`src/hw/rtl/sacn_pkg.sv`:
```
package sacn_pkg;

	localparam int MAX_SLOTS        = 512;
	localparam int MIN_PACKET_BYTES = 126;
	localparam int SLOT_LIMIT       = (MAX_SLOTS < 512) ? MAX_SLOTS : 512;
	localparam int OFFSET_W         = 11;
	localparam logic [OFFSET_W-1:0] OFFSET_MAX = 11'd2047;
	localparam int PADDR_W          = 5;

	// register indexes
	localparam logic [2:0] REG_UNIV_BASE  = 3'd0;
	localparam logic [2:0] REG_UNIV_COUNT = 3'd1;
	localparam logic [2:0] REG_DMX_CHAN   = 3'd2;
	localparam logic [2:0] REG_TIMEOUT    = 3'd3;
	localparam logic [2:0] REG_OVERRIDE   = 3'd4;

	// packet status codes
	localparam logic [3:0] ST_OK       = 4'd0;
	localparam logic [3:0] ST_SHORT    = 4'd1;
	localparam logic [3:0] ST_PREAMBLE = 4'd2;
	localparam logic [3:0] ST_IDENT    = 4'd3;
	localparam logic [3:0] ST_FLAGS    = 4'd4;
	localparam logic [3:0] ST_VECTOR   = 4'd5;
	localparam logic [3:0] ST_DMP      = 4'd6;
	localparam logic [3:0] ST_ADDR     = 4'd7;
	localparam logic [3:0] ST_COUNT    = 4'd8;
	localparam logic [3:0] ST_UNIVERSE = 4'd9;

	// header offsets
	localparam logic [OFFSET_W-1:0] OFF_PREAMBLE  = 11'd1;
	localparam logic [OFFSET_W-1:0] OFF_IDENT_LO  = 11'd4;
	localparam logic [OFFSET_W-1:0] OFF_IDENT_HI  = 11'd12;
	localparam logic [OFFSET_W-1:0] OFF_FLAGS     = 11'd39;
	localparam logic [OFFSET_W-1:0] OFF_VECTOR    = 11'd43;
	localparam logic [OFFSET_W-1:0] OFF_SEQUENCE  = 11'd111;
	localparam logic [OFFSET_W-1:0] OFF_UNIVERSE  = 11'd114;
	localparam logic [OFFSET_W-1:0] OFF_DMP       = 11'd117;
	localparam logic [OFFSET_W-1:0] OFF_ADDR      = 11'd118;
	localparam logic [OFFSET_W-1:0] OFF_COUNT     = 11'd124;
	localparam logic [OFFSET_W-1:0] OFF_DATA      = 11'd126;

	localparam logic [15:0] PREAMBLE_SIZE = 16'h0010;
	localparam logic [31:0] FLAGS_MASK    = 32'h0000_7000;
	localparam logic [31:0] FRAME_VECTOR  = 32'h0000_0002;
	localparam logic [7:0]  DMP_VECTOR    = 8'h02;
	localparam logic [7:0]  ADDR_TYPE     = 8'hA1;

	typedef struct packed {
		logic       req_type;
		logic [7:0] data_byte;
		logic       last_byte;
	} in_item_t;

	typedef struct packed {
		logic        slot_valid;
		logic [8:0]  slot_index;
		logic [7:0]  slot_value;
		logic        slot_in_dmx;
		logic        packet_done;
		logic [3:0]  packet_status;
		logic [15:0] universe;
		logic [7:0]  sequence_res;
		logic [9:0]  slot_count;
		logic        network_active;
		logic        has_data;
	} out_item_t;

	typedef struct packed {
		logic [15:0] universe_base;
		logic [15:0] universe_count;
		logic [9:0]  dmx_channels;
		logic [15:0] timeout_ms;
		logic        manual_override;
	} cfg_t;

	// "ASC-E1.17"
	function automatic logic [7:0] acn_ident(input logic [3:0] i);
		logic [7:0] c;
		case (i)
			4'd0: c = 8'h41;
			4'd1: c = 8'h53;
			4'd2: c = 8'h43;
			4'd3: c = 8'h2D;
			4'd4: c = 8'h45;
			4'd5: c = 8'h31;
			4'd6: c = 8'h2E;
			4'd7: c = 8'h31;
			4'd8: c = 8'h37;
			default: c = 8'h00;
		endcase
		return c;
	endfunction

endpackage

```
`src/hw/rtl/sacn_cfg_regs.sv`:
```
module sacn_cfg_regs
	import sacn_pkg::*;
(
	input  logic               clk,
	input  logic               arst_n,
	input  logic               psel,
	input  logic               penable,
	input  logic               pwrite,
	input  logic [PADDR_W-1:0] paddr,
	input  logic [31:0]        pwdata,
	output logic [31:0]        prdata,
	output cfg_t               cfg
);

	cfg_t       cfg_q;
	logic [2:0] idx;
	logic       wr;

	assign idx = paddr[PADDR_W-1:2];
	assign wr  = psel && penable && pwrite;

	always_ff @(posedge clk or negedge arst_n) begin
		if (!arst_n) begin
			cfg_q.universe_base   <= 16'd0;
			cfg_q.universe_count  <= 16'd1;
			cfg_q.dmx_channels    <= 10'd512;
			cfg_q.timeout_ms      <= 16'd1000;
			cfg_q.manual_override <= 1'b0;
		end else if (wr) begin
			case (idx)
				REG_UNIV_BASE:  cfg_q.universe_base   <= pwdata[15:0];
				REG_UNIV_COUNT: cfg_q.universe_count  <= pwdata[15:0];
				REG_DMX_CHAN:   cfg_q.dmx_channels    <= pwdata[9:0];
				REG_TIMEOUT:    cfg_q.timeout_ms      <= pwdata[15:0];
				REG_OVERRIDE:   cfg_q.manual_override <= pwdata[0];
				default: ;
			endcase
		end
	end

	always_comb begin
		case (idx)
			REG_UNIV_BASE:  prdata = {16'd0, cfg_q.universe_base};
			REG_UNIV_COUNT: prdata = {16'd0, cfg_q.universe_count};
			REG_DMX_CHAN:   prdata = {22'd0, cfg_q.dmx_channels};
			REG_TIMEOUT:    prdata = {16'd0, cfg_q.timeout_ms};
			REG_OVERRIDE:   prdata = {31'd0, cfg_q.manual_override};
			default:        prdata = 32'd0;
		endcase
	end

	assign cfg = cfg_q;

endmodule

```
`src/hw/rtl/sacn_parser.sv`:
```
module sacn_parser
	import sacn_pkg::*;
(
	input  logic      clk,
	input  logic      arst_n,
	input  logic      fire,
	input  in_item_t  item,
	input  cfg_t      cfg,
	output logic      res_present,
	output out_item_t res
);

	logic [OFFSET_W-1:0] byte_offset_q;
	logic [3:0]          error_code_q;
	logic [31:0]         header_word_q;
	logic [15:0]         cur_universe_q;
	logic [7:0]          cur_sequence_q;
	logic [15:0]         property_count_q;
	logic [9:0]          slots_seen_q;
	logic [15:0]         ms_since_packet_q;
	logic                active_q;

	logic [OFFSET_W-1:0] off_n;
	logic [3:0]          err_n;
	logic [31:0]         hw_n;
	logic [15:0]         uni_n;
	logic [7:0]          seq_n;
	logic [15:0]         pc_n;
	logic [9:0]          slots_n;
	logic [15:0]         ms_n;
	logic                active_n;
	logic [OFFSET_W-1:0] off_m4;
	logic [OFFSET_W-1:0] idx;
	logic                emit;
	logic                in_win;
	logic [3:0]          status;
	logic [7:0]          b;
	logic                is_tick;

	assign b       = item.data_byte;
	assign is_tick = item.req_type;
	assign off_m4  = byte_offset_q - OFF_IDENT_LO;
	assign idx     = byte_offset_q - OFF_DATA;
	assign hw_n    = {header_word_q[23:0], b};
	assign in_win  = (cur_universe_q >= cfg.universe_base) &&
		((cur_universe_q - cfg.universe_base) < cfg.universe_count);

	always_comb begin
		off_n    = byte_offset_q;
		err_n    = error_code_q;
		uni_n    = cur_universe_q;
		seq_n    = cur_sequence_q;
		pc_n     = property_count_q;
		slots_n  = slots_seen_q;
		ms_n     = ms_since_packet_q;
		active_n = active_q;
		emit     = 1'b0;
		status   = ST_OK;
		res      = '0;

		if (is_tick) begin
			if (ms_since_packet_q != 16'hFFFF)
				ms_n = ms_since_packet_q + 16'd1;
			active_n = ms_n < cfg.timeout_ms;
		end else begin
			if (byte_offset_q == OFF_PREAMBLE) begin
				if (hw_n[15:0] != PREAMBLE_SIZE && err_n == ST_OK) err_n = ST_PREAMBLE;
			end else if (byte_offset_q >= OFF_IDENT_LO && byte_offset_q <= OFF_IDENT_HI) begin
				if (b != acn_ident(off_m4[3:0]) && err_n == ST_OK) err_n = ST_IDENT;
			end else if (byte_offset_q == OFF_FLAGS) begin
				if ((hw_n & FLAGS_MASK) != FLAGS_MASK && err_n == ST_OK) err_n = ST_FLAGS;
			end else if (byte_offset_q == OFF_VECTOR) begin
				if (hw_n != FRAME_VECTOR && err_n == ST_OK) err_n = ST_VECTOR;
			end else if (byte_offset_q == OFF_SEQUENCE) begin
				seq_n = b;
			end else if (byte_offset_q == OFF_UNIVERSE) begin
				uni_n = hw_n[15:0];
			end else if (byte_offset_q == OFF_DMP) begin
				if (b != DMP_VECTOR && err_n == ST_OK) err_n = ST_DMP;
			end else if (byte_offset_q == OFF_ADDR) begin
				if (b != ADDR_TYPE && err_n == ST_OK) err_n = ST_ADDR;
			end else if (byte_offset_q == OFF_COUNT) begin
				pc_n = hw_n[15:0];
				if (pc_n < 16'd2 && err_n == ST_OK) err_n = ST_COUNT;
				if (!in_win && err_n == ST_OK) err_n = ST_UNIVERSE;
			end else if (byte_offset_q >= OFF_DATA && byte_offset_q != OFFSET_MAX &&
				error_code_q == ST_OK) begin
				if (property_count_q >= 16'd2 &&
					{5'd0, idx} < (property_count_q - 16'd1) &&
					idx < OFFSET_W'(SLOT_LIMIT)) begin
					emit            = 1'b1;
					res.slot_valid  = 1'b1;
					res.slot_index  = idx[8:0];
					res.slot_value  = b;
					res.slot_in_dmx = idx < {1'b0, cfg.dmx_channels};
					if (slots_seen_q != 10'h3FF)
						slots_n = slots_seen_q + 10'd1;
				end
			end

			if (byte_offset_q != OFFSET_MAX)
				off_n = byte_offset_q + 11'd1;

			if (item.last_byte) begin
				// short packets override any header error
				status = (byte_offset_q < OFFSET_W'(MIN_PACKET_BYTES - 1)) ? ST_SHORT : err_n;
				res.packet_done   = 1'b1;
				res.packet_status = status;
				res.universe      = uni_n;
				res.sequence_res  = seq_n;
				res.slot_count    = (status == ST_OK) ? slots_n : 10'd0;
				if (status == ST_OK) begin
					ms_n     = 16'd0;
					active_n = 1'b1;
				end
			end
		end

		res.network_active = active_n;
		res.has_data       = active_n && !cfg.manual_override;
	end

	assign res_present = is_tick || emit || item.last_byte;

	always_ff @(posedge clk or negedge arst_n) begin
		if (!arst_n) begin
			byte_offset_q     <= '0;
			error_code_q      <= ST_OK;
			header_word_q     <= '0;
			cur_universe_q    <= '0;
			cur_sequence_q    <= '0;
			property_count_q  <= '0;
			slots_seen_q      <= '0;
			ms_since_packet_q <= '0;
			active_q          <= 1'b0;
		end else if (fire) begin
			ms_since_packet_q <= ms_n;
			active_q          <= active_n;
			if (!is_tick) begin
				if (item.last_byte) begin
					byte_offset_q    <= '0;
					error_code_q     <= ST_OK;
					header_word_q    <= '0;
					cur_universe_q   <= '0;
					cur_sequence_q   <= '0;
					property_count_q <= '0;
					slots_seen_q     <= '0;
				end else begin
					byte_offset_q    <= off_n;
					error_code_q     <= err_n;
					header_word_q    <= hw_n;
					cur_universe_q   <= uni_n;
					cur_sequence_q   <= seq_n;
					property_count_q <= pc_n;
					slots_seen_q     <= slots_n;
				end
			end
		end
	end

endmodule

```
`src/hw/rtl/sacn_data_packet_receiver_core.sv`:
```
// sACN (E1.31) data packet receiver.
// Input channel (in_valid/in_ready/in_data): one transfer per UDP payload byte,
// last_byte set on the final byte, or a 1 ms tick with req_type set.
// Output channel (out_valid/out_ready/out_data): zero or one result per input
// transfer: a slot byte, a packet status (on the last byte), both, or the
// link flags after a tick. Bytes that yield nothing produce no transfer.
// APB port: universe window, DMX channel count, timeout and override
// registers at 4-byte strides; write only while the block is idle.
// Each item passes through the input register, then the result register,
// from which its result is offered. Throughput: one item per cycle while
// out_ready does not stall the output, set by the single combinational
// header/slot decode between the two registers.
// When out_ready is low the result register holds, the input register fills
// and in_ready then drops; no item is lost. in_ready depends combinationally
// on out_ready.
// Reset clears parser state, link timer and flags and loads register
// defaults; both pipeline registers come up empty.
module sacn_data_packet_receiver_core
	import sacn_pkg::*;
(
	input  logic               clk,
	input  logic               arst_n,
	input  logic               in_valid,
	output logic               in_ready,
	input  in_item_t           in_data,
	output logic               out_valid,
	input  logic               out_ready,
	output out_item_t          out_data,
	input  logic               psel,
	input  logic               penable,
	input  logic               pwrite,
	input  logic [PADDR_W-1:0] paddr,
	input  logic [31:0]        pwdata,
	output logic [31:0]        prdata,
	output logic               pready
);

	in_item_t  item_s1;
	logic      valid_s1;
	out_item_t out_data_q;
	logic      out_valid_q;
	logic      advance;
	logic      fire;
	logic      res_present;
	out_item_t res;
	cfg_t      cfg;

	assign advance  = !out_valid_q || out_ready;
	assign fire     = valid_s1 && advance;
	assign in_ready = !valid_s1 || advance;
	assign pready   = 1'b1;

	sacn_cfg_regs u_regs (
		.clk    (clk),
		.arst_n (arst_n),
		.psel   (psel),
		.penable(penable),
		.pwrite (pwrite),
		.paddr  (paddr),
		.pwdata (pwdata),
		.prdata (prdata),
		.cfg    (cfg)
	);

	sacn_parser u_parser (
		.clk        (clk),
		.arst_n     (arst_n),
		.fire       (fire),
		.item       (item_s1),
		.cfg        (cfg),
		.res_present(res_present),
		.res        (res)
	);

	always_ff @(posedge clk or negedge arst_n) begin
		if (!arst_n) begin
			valid_s1 <= 1'b0;
		end else if (in_ready) begin
			valid_s1 <= in_valid;
		end
	end

	always_ff @(posedge clk) begin
		if (in_valid && in_ready)
			item_s1 <= in_data;
	end

	always_ff @(posedge clk or negedge arst_n) begin
		if (!arst_n) begin
			out_valid_q <= 1'b0;
		end else if (fire) begin
			out_valid_q <= res_present;
		end else if (out_ready) begin
			out_valid_q <= 1'b0;
		end
	end

	always_ff @(posedge clk) begin
		if (fire && res_present)
			out_data_q <= res;
	end

	assign out_valid = out_valid_q;
	assign out_data  = out_data_q;

endmodule

```
`config.mk`:
```
export PLATFORM = sky130hd
export DESIGN_NAME = sacn_data_packet_receiver_core
export DESIGN_NICKNAME = d
export VERILOG_FILES = /design/src/hw/rtl/sacn_pkg.sv /design/src/hw/rtl/sacn_cfg_regs.sv /design/src/hw/rtl/sacn_parser.sv /design/src/hw/rtl/sacn_data_packet_receiver_core.sv
export SDC_FILE = /design/constraint.sdc
export NUM_CORES = 1
export LEC_CHECK = 0
export ABC_AREA = 1
export BUFFER_PORTS_ARGS = -buffer_cell sky130_fd_sc_hd__buf_4
export CORE_MARGIN = 10
export CORE_UTILIZATION = 60
export CTS_BUF_LIST = sky130_fd_sc_hd__clkbuf_4 sky130_fd_sc_hd__clkbuf_8
export CTS_CLUSTER_DIAMETER = 120
export DETAILED_ROUTE_END_ITERATION = 8
export PLACE_DENSITY = 0.81
export REMOVE_ABC_BUFFERS = 1
export SLEW_MARGIN = 20
export SYNTH_ARGS = -nofsm -noshare
export SYNTH_HDL_FRONTEND = slang
export SYNTH_SLANG_ARGS = --single-unit
```
`constraint.sdc`:
```
create_clock -name clk -period 6.73 [get_ports clk]
set_input_delay 0.3365 -clock clk [delete_from_list [all_inputs] [get_ports clk]]
set_output_delay 0.3365 -clock clk [all_outputs]
set_load 0.03 [all_outputs]
```
==> impl_metrics.json <==
{
  "timing.slew.headroom_pct": 27.4,
  "power.density_cell_area_nw_per_um2": 305,
  "cp_top_family": "compound AO/OA/AOI/OAI gates",
  "final.setup.tns_ns": 0,
  "worstHoldStart": "out_ready",
  "synth.distinct_cells": 53,
  "finalSetupViolations": 0,
  "avgViaCountPerCell": 5.66,
  "synthDominantAreaCellType": "dfrtp_1",
  "path_class": "flop to flop",
  "die_width_um": 171,
  "yosysSeqAreaShare_pct": 46.2,
  "drt_first_pass_iters": 5,
  "grt_pass1_vias": 11600,
  "tritoncts.num_buffers": 41,
  "p_leak_nw": 7.80,
  "timing_max_transition_violations_final": 0,
  "dr.first_iter.drc_count": 1175,
  "ys.flop_type": "dfrtp_1",
  "rrSetupSlack_ns": 2.01,
  "synth_cells": 1679,
  "insertion_delay_ns": 0.56,
  "finClkSkew_ns": 0.0282,
  "gr-total-overflow": 0,
  "post-dp-hpwl_um": 26800,
  "antenna_violating_nets_post_route": 0,
  "floorplan.core_area_um2": 22500,
  "finish.utilization_pct": 69.7,
  "count_of_flip_flops_with_a_built_in_enable_after_synthesis": 70,
  "run_status": "finished, final reports clean",
  "synth_top_area_share_pct": 29.2,
  "top_level_ports": 149,
  "achievable-frequency_mhz": 212,
  "cts-htree-levels": 2,
  "die-area_um2": 29100,
  "crit_buf_inv": 2,
  "rows": 55,
  "cts_resized": 0,
  "crit_path_start": "u_regs.cfg[45]",
  "critical_path_required_ns": 7.15,
  "design.final.nets": 1944,
  "gp_congestion": 0.947,
  "maximum_number_of_pins_on_one_net_before_global_route_repair": 95,
  "cp_slowest_stage_delay_ns": 0.37,
  "rsz0062_at_grt": "false",
  "route.detailed.drc": 0,
  "worst_setup_hold_path_clk_slew_ns": 0.06,
  "end_kind": "flop",
  "min_path_type": "input pin to flop",
  "antenna-diode-count": 0,
  "cp-start-kind": "flop",
  "synth.avg_cell_area_um2": 8.10,
  "drv.max_cap_violation_count": 0,
  "globalRouteTotalUtil_pct": 25.6,
  "synth_async_sr_flop_share_pct": 70.5,
  "final_hold_viol_count": 0,
  "initial_utilization_pct": 60.5,
  "critical-path-top-cell-by-count": "nand2_1",
  "min_period_over_period_pct": 70.1,
  "post-layout-total-power_mw": 4.78,
  "grt_first_pass_wirelength_um": 59800,
  "numPortBuffers": 113,
  "power.ir.vdd_worst_mv": 0.146,
  "cts.path.max_buffers": 3,
  "critical_path.max_fanout": 16,
  "post_synthesis_register_bit_count": 237,
  "area_growth_syn_to_layout_pct": 15.2,
  "netlist_top_cells_area": "dfrtp_1, edfxtp_1, nand2_1",
  "clkSinkCount": 237,
  "hold-worst-slack_ns": 0.0868,
  "yosysWarnings": 0,
  "layout_min_cycle_time_ns": 4.72,
  "grt_antenna_before_repair": 0,
  "wl_per_cell_um": 17.6,
  "layout-drive-gt1-share_pct": 13.6,
  "cts_tree": "built",
  "cp.arrival_ns": 5.13,
  "cts_root_buf": "clkbuf_8",
  "worst_path_max_delay_cell": "ha_1",
  "reg2reg_from": "u_regs.cfg[45]",
  "detail_route.wirelength_um": 37500,
  "num_vias": 12000,
  "post_synth_instance_area_um2": 13600,
  "timing_worst_slew_pin_value_ns": 1.09,
  "dieHeight_um": 171
}
[power by group]
group          total [mW]  internal (mW)  switching, mW
registers            1.84           1.69          0.150
logic                1.48          0.513          0.971
clock network        1.45          0.834          0.621
total                4.78           3.04           1.74
[cells in the mapped netlist, drive strengths merged (6+ instances only)]
cell type and number:
o21ai 120, a31oi 6, nor3 27, xor2 26, dfrtp 159, o22ai 64, nand2 396, inv 272
o2111ai 9, edfxtp 70, dfstp 8, clkbuf 36, ha 80, nand4 25, a21oi 47, a211oi 7
o21bai 6, o221ai 7, buf 24, nand3 86, nor2 164, nor4 7
[worst register-to-register path, delay by kind of cell, from the launching register on]
family	cells	cell delay (ns)
AO/OA/AOI/OAI	9	1.78
adder cells (fa/ha/maj)	2	0.68
buffers and inverters	2	0.15
flip-flops	1	0.34
AND/OR/NAND/NOR	15	1.65
[sequential cells by signal, summed over array words and instances (netlist names)]
signal                      flops
u_parser.slots_seen_q          10
out_data                       60
u_regs.cfg                     59
valid_s1                        1
item_s1                        10
u_parser.byte_offset_q         11
u_parser.header_word_q         24
u_parser.property_count_q      16
out_valid                       1
u_parser.error_code_q           4
u_parser.ms_since_packet_q     16
u_parser.cur_universe_q        16
u_parser.active_q               1
u_parser.cur_sequence_q         8
[cell families (layout without fill, tap and decap cells)]
logic type,Yosys count,count (layout),synth area share (%)
flip-flops,237,237,46.2
buffers and inverters,336,484,9.90
AND/OR/NAND/NOR,714,714,22.5
adder cells (fa/ha/maj),81,81,7.50
AO/OA/AOI/OAI,279,279,11.9
other,2,17,0.0552
XOR/XNOR,30,30,1.93
[stage by stage]
stage / instances / setup WS (ns) / area (um2)
5_1_grt: 2127 / 1.70 / 15700
2_1_floorplan: 1634 / 1.11 / 13400
3_5_place_dp: 2039 / 1.85 / 14600
3_3_place_gp: 2039 / 2.02 / 14600
6_report: 2127 / 2.01 / 15700
4_1_cts: 2127 / 1.75 / 15700
[path summary, 6_finish.rpt]
check | depth (start not counted) | endpoint
setup / recovery | 28 | u_parser.ms_since_packet_q[7]
hold / removal | 4 | out_valid
setup reg to reg | 28 | u_parser.ms_since_packet_q[7]
hold reg to reg | 2 | u_regs.cfg[46]
max in group asynchronous | 3 | u_parser.cur_universe_q[4]
min in group asynchronous | 2 | u_regs.cfg[5]
[cell usage in the layout (no fill, tap or decap), types with 53 or more instances in the layout]
cell      count
buf_4       119
nand3_1      83
dfrtp_1     159
clkbuf_8     53
nor2_1      151
o21ai_0     116
edfxtp_1     70
nand2_1     385
ha_1         80
o22ai_1      64
inv_1       261
[routing by layer]
metal / vias up / routed length (um) / GRT usage, %
met5: - / 0 / 0
met4: 0 / 952 / 8.73
met3: 70 / 3260 / 5.21
met2: 531 / 16900 / 40.0
met1: 5697 / 16400 / 34.7
li1: 5746 / - / -
[what timing repair did]
item                                   in CTS  in global routing
endpoints found under the hold margin      98                  0
setup buffers                               0                  0
hold buffers                               12                  0
[area by class of cell]
| type | count | area (um2) |
|---|---|---|
| Fill cell | 1800 | 6820 |
| Sequential cell | 237 | 6290 |
| Clock inverter | 8 | 75.1 |
| Multi-Input combinational cell | 1121 | 6050 |
| Timing Repair Buffer | 132 | 1020 |
| Clock buffer | 68 | 842 |
| Inverter | 276 | 1040 |
| Tap cell | 285 | 357 |
Note: power is estimated with default switching activity, not from simulation.
